File: src/design/tterc_pkg.sv
// Shared types and constants for the three-term recurrence checksum unit.
package tterc_pkg;

  localparam int unsigned BYTE_W  = 8;
  localparam int unsigned TERM_W  = 16;
  localparam int unsigned POS_W   = 8;
  localparam int unsigned COEF_W  = 8;
  // (byte + alpha) is 9 bits, times a 16-bit term
  localparam int unsigned SUM_W   = BYTE_W + 1;
  localparam int unsigned PPOS_W  = SUM_W + TERM_W;
  localparam int unsigned PNEG_W  = COEF_W + TERM_W;
  localparam int unsigned DIFF_W  = PPOS_W + 1;

  localparam logic [COEF_W-1:0] ALPHA_MULT   = COEF_W'(17);
  localparam logic [COEF_W-1:0] BETA_MULT    = COEF_W'(31);
  localparam logic [TERM_W-1:0] START_OFFSET = TERM_W'(7);
  localparam logic [TERM_W-1:0] TERM_INIT    = TERM_W'(1);
  localparam logic [TERM_W-1:0] CK_MOD       = TERM_W'(65535);

  typedef struct packed {
    logic              last_byte;
    logic [BYTE_W-1:0] data_byte;
  } in_item_t;

  // Input stage to core: one held byte and its flag
  typedef struct packed {
    logic     valid;
    in_item_t item;
  } stage_t;

endpackage

File: src/design/tterc_if.sv
// Valid/ready channel interfaces for message bytes and checksum results.
interface tterc_in_if;
  logic                          valid;
  logic                          ready;
  logic [tterc_pkg::BYTE_W-1:0]  data_byte;
  logic                          last_byte;

  modport source (output valid, output data_byte, output last_byte, input ready);
  modport sink   (input valid, input data_byte, input last_byte, output ready);
endinterface

interface tterc_out_if;
  logic                          valid;
  logic                          ready;
  logic [tterc_pkg::TERM_W-1:0]  checksum;

  modport source (output valid, output checksum, input ready);
  modport sink   (input valid, input checksum, output ready);
endinterface

File: src/design/tterc_in_stage.sv
// Input register stage: holds one accepted byte until the core takes it.
module tterc_in_stage (
  input  logic                clk,
  input  logic                rst_n,
  tterc_in_if.sink            in_chan,
  input  logic                take,
  output tterc_pkg::stage_t   stage
);

  logic                  valid_r, valid_nxt;
  tterc_pkg::in_item_t   item_r, item_nxt;
  logic                  accept;

  assign in_chan.ready = !valid_r || take;
  assign accept        = in_chan.valid && in_chan.ready;

  always_comb begin
    valid_nxt = valid_r;
    item_nxt  = item_r;
    if (accept) begin
      valid_nxt          = 1'b1;
      item_nxt.data_byte = in_chan.data_byte;
      item_nxt.last_byte = in_chan.last_byte;
    end else if (take) begin
      valid_nxt = 1'b0;
    end
  end

  always_ff @(posedge clk) begin
    if (!rst_n) begin
      valid_r <= 1'b0;
    end else begin
      valid_r <= valid_nxt;
    end
  end

  always_ff @(posedge clk) begin
    item_r <= item_nxt;
  end

  assign stage.valid = valid_r;
  assign stage.item  = item_r;

endmodule

File: src/design/tterc_term_calc.sv
// Next recurrence term: ((byte + alpha) * cur - beta * prev) mod 65535, plus one when the difference is negative.
module tterc_term_calc (
  input  logic [tterc_pkg::BYTE_W-1:0] data_byte,
  input  logic [tterc_pkg::POS_W-1:0]  position,
  input  logic [tterc_pkg::TERM_W-1:0] cur_term,
  input  logic [tterc_pkg::TERM_W-1:0] prev_term,
  output logic [tterc_pkg::TERM_W-1:0] next_term
);

  logic [tterc_pkg::COEF_W-1:0]   alpha, beta;
  logic [tterc_pkg::SUM_W-1:0]    byte_sum;
  logic [tterc_pkg::PPOS_W-1:0]   pos_part;
  logic [tterc_pkg::PNEG_W-1:0]   neg_part;
  logic [tterc_pkg::DIFF_W-1:0]   diff;
  logic                           negative;
  logic [tterc_pkg::PPOS_W-1:0]   mag;
  logic [tterc_pkg::TERM_W:0]     fold1;
  logic [tterc_pkg::TERM_W-1:0]   fold2, signed_res;

  always_comb begin
    // mod 256 coefficients: keep the low byte of the product
    alpha    = tterc_pkg::COEF_W'(position * tterc_pkg::ALPHA_MULT);
    beta     = tterc_pkg::COEF_W'(position * tterc_pkg::BETA_MULT);
    byte_sum = tterc_pkg::SUM_W'(data_byte) + tterc_pkg::SUM_W'(alpha);
    pos_part = tterc_pkg::PPOS_W'(byte_sum) * tterc_pkg::PPOS_W'(cur_term);
    neg_part = tterc_pkg::PNEG_W'(beta) * tterc_pkg::PNEG_W'(prev_term);
    diff     = tterc_pkg::DIFF_W'(pos_part) - tterc_pkg::DIFF_W'(neg_part);
    negative = diff[tterc_pkg::DIFF_W-1];
    // negative: ~diff is |d| - 1, which is what the 26-bit wrap leaves
    mag      = negative ? ~diff[tterc_pkg::PPOS_W-1:0] : diff[tterc_pkg::PPOS_W-1:0];
    // 2^16 == 1 mod 65535: end-around fold, twice
    fold1    = (tterc_pkg::TERM_W+1)'(mag[tterc_pkg::TERM_W-1:0])
             + (tterc_pkg::TERM_W+1)'(mag[tterc_pkg::PPOS_W-1:tterc_pkg::TERM_W]);
    fold2    = fold1[tterc_pkg::TERM_W-1:0] + tterc_pkg::TERM_W'(fold1[tterc_pkg::TERM_W]);
    // negate mod 65535 by complement; all-ones stands for zero
    signed_res = negative ? ~fold2 : fold2;
    next_term  = (signed_res == tterc_pkg::CK_MOD) ? '0 : signed_res;
  end

endmodule

File: src/design/three_term_recurrence_checksum_unit.sv
// Three-term recurrence checksum unit: top level with term state and result register.
//
// Takes a message one byte per transaction on in_chan (last_byte marks the
// final byte) and returns one 16-bit checksum per message on out_chan. The
// first byte sets the current term to byte + 7 with the previous term at 1;
// each later byte at position i folds ((byte + 17i) * cur - (31i) * prev),
// plus one if negative, into the range 0..65534, with coefficients taken
// mod 256. A byte is accepted every clock cycle while results are being
// drained. The last byte lands in the input register when it is accepted,
// and the checksum lands in the result register when the core takes that
// byte, which raises out_chan.valid. Throughput is one byte per cycle while
// results are drained, set by the term update loop: two narrow multipliers
// and an end-around mod-65535 fold between the term registers and back. A
// byte carrying last_byte waits in the input register only while a previous
// checksum is still unclaimed.
module three_term_recurrence_checksum_unit (
  input  logic       clk,
  input  logic       rst_n,
  tterc_in_if.sink   in_chan,
  tterc_out_if.source out_chan
);

  tterc_pkg::stage_t               stage;
  logic                            take;

  // recurrence state
  logic [tterc_pkg::TERM_W-1:0]    prev_r, prev_nxt;
  logic [tterc_pkg::TERM_W-1:0]    cur_r, cur_nxt;
  logic [tterc_pkg::POS_W-1:0]     pos_r, pos_nxt;
  logic                            at_start_r, at_start_nxt;

  // result register
  logic                            out_valid_r, out_valid_nxt;
  logic [tterc_pkg::TERM_W-1:0]    checksum_r, checksum_nxt;

  logic [tterc_pkg::TERM_W-1:0]    calc_term;
  logic [tterc_pkg::TERM_W-1:0]    new_cur, new_prev;

  tterc_in_stage u_in_stage (
    .clk     (clk),
    .rst_n   (rst_n),
    .in_chan (in_chan),
    .take    (take),
    .stage   (stage)
  );

  tterc_term_calc u_term_calc (
    .data_byte (stage.item.data_byte),
    .position  (pos_r),
    .cur_term  (cur_r),
    .prev_term (prev_r),
    .next_term (calc_term)
  );

  // Non-final bytes always move on; a final byte needs the result slot free
  assign take = stage.valid &&
                (!stage.item.last_byte || !out_valid_r || out_chan.ready);

  always_comb begin
    if (at_start_r) begin
      new_cur  = tterc_pkg::TERM_W'(stage.item.data_byte) + tterc_pkg::START_OFFSET;
      new_prev = tterc_pkg::TERM_INIT;
    end else begin
      new_cur  = calc_term;
      new_prev = cur_r;
    end
  end

  always_comb begin
    prev_nxt      = prev_r;
    cur_nxt       = cur_r;
    pos_nxt       = pos_r;
    at_start_nxt  = at_start_r;
    checksum_nxt  = checksum_r;
    out_valid_nxt = out_valid_r && !out_chan.ready;
    if (take) begin
      if (stage.item.last_byte) begin
        // emit and rearm for the next message
        checksum_nxt  = new_cur;
        out_valid_nxt = 1'b1;
        prev_nxt      = tterc_pkg::TERM_INIT;
        cur_nxt       = tterc_pkg::TERM_INIT;
        pos_nxt       = '0;
        at_start_nxt  = 1'b1;
      end else begin
        prev_nxt      = new_prev;
        cur_nxt       = new_cur;
        pos_nxt       = pos_r + tterc_pkg::POS_W'(1);
        at_start_nxt  = 1'b0;
      end
    end
  end

  always_ff @(posedge clk) begin
    if (!rst_n) begin
      prev_r      <= tterc_pkg::TERM_INIT;
      cur_r       <= tterc_pkg::TERM_INIT;
      pos_r       <= '0;
      at_start_r  <= 1'b1;
      out_valid_r <= 1'b0;
    end else begin
      prev_r      <= prev_nxt;
      cur_r       <= cur_nxt;
      pos_r       <= pos_nxt;
      at_start_r  <= at_start_nxt;
      out_valid_r <= out_valid_nxt;
    end
  end

  always_ff @(posedge clk) begin
    checksum_r <= checksum_nxt;
  end

  assign out_chan.valid    = out_valid_r;
  assign out_chan.checksum = checksum_r;

endmodule
File: src/flat_wrapper.sv
// flat-port wrapper written by rule: the top's interface ports become plain ports
module three_term_recurrence_checksum_unit_flat 
  (clk, rst_n, in_chan_valid, in_chan_data_byte, in_chan_last_byte, in_chan_ready, out_chan_valid, out_chan_checksum, out_chan_ready);
  tterc_in_if in_chan_i ();
  tterc_out_if out_chan_i ();
  input  logic clk;
  input  logic rst_n;
  input wire logic [$bits(in_chan_i.valid)-1:0] in_chan_valid;
  input wire logic [$bits(in_chan_i.data_byte)-1:0] in_chan_data_byte;
  input wire logic [$bits(in_chan_i.last_byte)-1:0] in_chan_last_byte;
  output wire logic [$bits(in_chan_i.ready)-1:0] in_chan_ready;
  output wire logic [$bits(out_chan_i.valid)-1:0] out_chan_valid;
  output wire logic [$bits(out_chan_i.checksum)-1:0] out_chan_checksum;
  input wire logic [$bits(out_chan_i.ready)-1:0] out_chan_ready;
  assign in_chan_i.valid = in_chan_valid;
  assign in_chan_i.data_byte = in_chan_data_byte;
  assign in_chan_i.last_byte = in_chan_last_byte;
  assign in_chan_ready = in_chan_i.ready;
  assign out_chan_valid = out_chan_i.valid;
  assign out_chan_checksum = out_chan_i.checksum;
  assign out_chan_i.ready = out_chan_ready;
  three_term_recurrence_checksum_unit u_core (.clk(clk), .rst_n(rst_n), .in_chan(in_chan_i), .out_chan(out_chan_i));
endmodule
File: config.mk
export PLATFORM = sky130hd
export DESIGN_NAME = three_term_recurrence_checksum_unit_flat
export DESIGN_NICKNAME = d
export VERILOG_FILES = /design/src/design/tterc_pkg.sv /design/src/design/tterc_if.sv /design/src/design/tterc_in_stage.sv /design/src/design/tterc_term_calc.sv /design/src/design/three_term_recurrence_checksum_unit.sv /design/src/flat_wrapper.sv
export SDC_FILE = /design/constraint.sdc
export NUM_CORES = 1
export LEC_CHECK = 0
export ABC_CLOCK_PERIOD_IN_PS = 16000
export BUFFER_PORTS_ARGS = -buffer_cell sky130_fd_sc_hd__clkbuf_2
export CORE_ASPECT_RATIO = 1.4
export CORE_MARGIN = 2
export CORE_UTILIZATION = 55
export CTS_BUF_LIST = sky130_fd_sc_hd__clkbuf_4
export CTS_CLUSTER_SIZE = 14
export DETAILED_ROUTE_END_ITERATION = 16
export PLACE_DENSITY = 0.68
export SLEW_MARGIN = 20
export SYNTH_ARGS = -nofsm -noshare
export SYNTH_HDL_FRONTEND = slang
export SYNTH_SLANG_ARGS = --single-unit
File: constraint.sdc
create_clock -name clk -period 16 [get_ports clk]
set_input_delay 0.8 -clock clk [delete_from_list [all_inputs] [get_ports clk]]
set_output_delay 0.8 -clock clk [all_outputs]
set_load 0.1 [all_outputs]
==> results.md <==
- Unrepaired setup endpoints after global routing: false
- Area of the multi-input gates: 0.01104 mm²
- Main synth FF type: sky130_fd_sc_hd__dfxtp_1
- HPWL after detailed placement: 28.75 mm
- Yosys cell types: 84
- Post-detailed-route DRC marker count: 0
- Antenna violations before repair: 1
- Detailed-route wire length per cell: 18.28 µm
- Element type at the critical path end: register
- Top post-synthesis cells by area: sky130_fd_sc_hd__fa_1 (34%), sky130_fd_sc_hd__ha_1 (10%), sky130_fd_sc_hd__inv_1 (8.4%)
- Cell area after technology mapping: 0.01413 mm²
- DRT Wirelength: 34.62 mm
- Async set-reset flop share out of synthesis: 0%
- Result of the run: finished clean
- Width of the die: 139.5 µm
- Top cell by count, worst path: sky130_fd_sc_hd__fa_1
- Number of instances resized during post-cts repair: 0
- Die Span Y: 193.7 µm
- Critical R2R Capture: u_core.out_chan.checksum[7]$_DFFE_PP_
- Leading cell types by count after synthesis: sky130_fd_sc_hd__inv_1 (315), sky130_fd_sc_hd__fa_1 (238), sky130_fd_sc_hd__nand2_1 (202)
- Number of enable flip-flop cells after synthesis: 25
- Die ar.: 0.02701 mm²
- Worst-case reg-to-reg path depth: 46
- Maximum capacitance violations: 0
- WP data arrival: 13680 ps
- Syn Inst Count: 1586
- CTS Hold Bufs: 0
- Wire length on met3: 1.628 mm
- Fill cell count: 2291
- Ratio of cells with drive above 1 in the final layout: 6.099%
- Final sum of negative setup slack: 0 ps
- Slew at the pin closest to its max-slew limit: 1054 ps
- Sum of routed wire segments on met1: 14.41 mm
- Worst-case register-to-register setup slack: 2550 ps
- Class of the tightest hold or removal check: in2reg
- Worst Skew: 29.47 ps
- CTS Buf Count: 9
- Final Instance Count excl. Fillers: 1894
- Via count of the first global-routing pass: 11311
- Average cell area after synthesis: 8.910 µm²
- Biggest fanout along the worst timing path: 31
- Worst hold path stage count: 1
- Count of placed standard cells including taps: 1877
- Final core utilization: 57.72%
- Fmax: 0.07435 GHz
- Number of max-slew violations in the final report: 0
- Cell type with the largest total area after synthesis: sky130_fd_sc_hd__fa_1
- Final period utilization: 84.06%
- Share of synthesized area occupied by flip-flops and latches: 11.40%
- Count of nets left with antenna violations after detail routing: 0
- Clock Latency Late Sink: 470 ps
- Crit start category: register
- Clock transition time at the flip-flop clock pins of the worst setup and hold paths: 170 ps
- Area share of the largest cell type after synthesis: 33.72%
- Number of placed I/O pins: 31
- Number of nets in the synthesized netlist: 1953
- Setup Viol. Count Final: 0
- Net total in the final layout: 1936
- TritonCTS clock tree: built
- Number of H-tree levels: 3
- Minimum clock period: 13450 ps
- Classification of the worst setup path: reg2reg
- Worst EP required: 16230 ps
- Hold Path Sink: u_core.u_in_stage.stage[1]$_DFFE_PP_
- CTS root buf: sky130_fd_sc_hd__clkbuf_4
- Starting DRC count in detailed routing: 680
- Sequential cell area: 0.001612 mm²
- Remaining global-route overflow: 0
- Worst relative slew slack: 29.37%
- Number of buffers added for setup after CTS: 0
- Highest metal layer with signal wires: met4
- First-pass GRT wire length: 58.53 mm
- Longest Clk Path Bufs: 2
- Master of the slowest instance on the critical path: sky130_fd_sc_hd__o211a_2
- Total track usage: 27.14%
- # port buffers: 30
- Via count normalized by instance count: 5.606
- Number of warnings reported in the yosys synthesis log: 0
- Final hold viol count: 0
- Iteration count of the initial detailed-routing pass: 5
- Cell with the most instances after synthesis: sky130_fd_sc_hd__inv_1
- Maximum number of pins on one net before global-route repair: 32
- Max stage delay on crit path: 690 ps
- GP Congestion: 0.9123
- Detailed route wirelength on metal2: 17.52 mm
- Beginning of the worst hold path: in_chan_data_byte[1]
- Starting utilization of the core area: 55.86%
- Reg2reg start: u_core.pos_r[1]$_SDFFE_PN0P_
- Layout-stage area growth over the synthesis result: 3.329%
- Cell Rows: 69
- Vias: 10618
- Core region area: 0.02530 mm²
- Sink count of the clock tree: 68
- Total of flip-flops plus latches after synthesis: 68
==> cell families (layout without fill, tap and decap cells) <==
kind of cell | after synthesis | in the layout | synth area share (%)
compound gates | 182 | 182 | 9.173
xor+xnor | 108 | 108 | 6.880
fa+ha+maj | 354 | 354 | 43.99
buf+inv | 382 | 370 | 10.75
flops | 68 | 68 | 11.40
mux | 4 | 4 | 0.2833
other cells | 0 | 1 | 0
simple gates | 488 | 488 | 17.52
==> state kept, by name (all words and copies together), names as in the netlist <==
signal,count
u_core.cur_r,16
u_core.u_in_stage.stage,9
u_core.at_start_r,1
u_core.out_chan.valid,1
u_core.out_chan.checksum,16
u_core.prev_r,16
u_core.pos_r,8
u_core.u_in_stage.valid_r,1
==> per-stage QoR <==
stage / setup slack, ps / area [µm²] / hold slack (ps)
2_1_floorplan: 3076 / 14130 / 451.2
3_3_place_gp: 2912 / 14450 / 573.9
3_5_place_dp: 2612 / 14450 / 580.9
4_1_cts: 2566 / 14600 / 461.1
5_1_grt: 1712 / 14600 / 476.1
6_report: 2550 / 14600 / 505.4
==> worst max-delay path: cells and delay by family (launching register included) <==
family / cells / cell delay (ps)
xor gates and xnor gates: 4 / 680
AOI/OAI and AO/OA: 8 / 1920
buffers and inverters: 5 / 500
DFF: 1 / 590
and+or+nand+nor: 14 / 3200
adders and majority gates: 15 / 6290
==> cells in the final DEF (no fill, tap or decap), types with 5 or more instances in the layout <==
cell type / n
sky130_fd_sc_hd__o21ai_0: 27
sky130_fd_sc_hd__nand3_1: 33
sky130_fd_sc_hd__buf_4: 9
sky130_fd_sc_hd__nand2b_1: 8
sky130_fd_sc_hd__o21bai_1: 8
sky130_fd_sc_hd__edfxtp_1: 25
sky130_fd_sc_hd__a32o_1: 8
sky130_fd_sc_hd__clkbuf_2: 30
sky130_fd_sc_hd__nor2b_1: 21
sky130_fd_sc_hd__ha_1: 116
sky130_fd_sc_hd__xor2_1: 20
sky130_fd_sc_hd__nand3b_1: 5
sky130_fd_sc_hd__a21oi_1: 43
sky130_fd_sc_hd__o21a_1: 10
sky130_fd_sc_hd__nor2_1: 31
sky130_fd_sc_hd__nor3_1: 16
sky130_fd_sc_hd__and3_1: 5
sky130_fd_sc_hd__dfxtp_1: 43
sky130_fd_sc_hd__and2_1: 115
sky130_fd_sc_hd__xnor2_1: 81
sky130_fd_sc_hd__nand4_1: 12
sky130_fd_sc_hd__xnor2_2: 6
sky130_fd_sc_hd__a31oi_1: 6
sky130_fd_sc_hd__fa_1: 238
sky130_fd_sc_hd__clkbuf_4: 9
sky130_fd_sc_hd__a21o_1: 13
sky130_fd_sc_hd__nand2_1: 202
sky130_fd_sc_hd__a21boi_0: 18
sky130_fd_sc_hd__inv_1: 315
sky130_fd_sc_hd__nor4_1: 7
sky130_fd_sc_hd__or3_1: 5
==> final cells by class <==
class / count / area share [%]
multi-input cells: 1136 / 75.60
diodes: 1 / 0.01714
inverters: 315 / 8.098
repair buffers: 39 / 1.491
clock buffers: 9 / 0.4627
clock inverters: 7 / 0.5656
flip-flops and latches: 68 / 11.04
well taps: 319 / 2.734
==> per-layer routing <==
metal | up-vias | track usage (%)
met5 | - | 0
met4 | 0 | 8.567
met3 | 72 | 2.692
met2 | 303 | 47.29
met1 | 5331 | 35.73
li1 | 4912 | -
==> how the worst max path moves through the flow <==
| stage | from | endpoint | cells past startpoint |
|---|---|---|---|
| after floorplan | u_core.pos_r[1]$_SDFFE_PN0P_ | u_core.out_chan.checksum[7]$_DFFE_PP_ | 51 |
| after global placement | u_core.pos_r[1]$_SDFFE_PN0P_ | u_core.out_chan.checksum[7]$_DFFE_PP_ | 48 |
| after detailed placement | u_core.pos_r[1]$_SDFFE_PN0P_ | u_core.out_chan.checksum[7]$_DFFE_PP_ | 46 |
| after CTS | u_core.pos_r[1]$_SDFFE_PN0P_ | u_core.out_chan.checksum[7]$_DFFE_PP_ | 46 |
| after global routing | u_core.pos_r[1]$_SDFFE_PN0P_ | u_core.out_chan.checksum[5]$_DFFE_PP_ | 46 |
| final | u_core.pos_r[1]$_SDFFE_PN0P_ | u_core.out_chan.checksum[7]$_DFFE_PP_ | 46 |
Power is left out: the tool's default activity adds up to more than one toggle a clock period on the data nets, which glitch-free logic cannot reach.
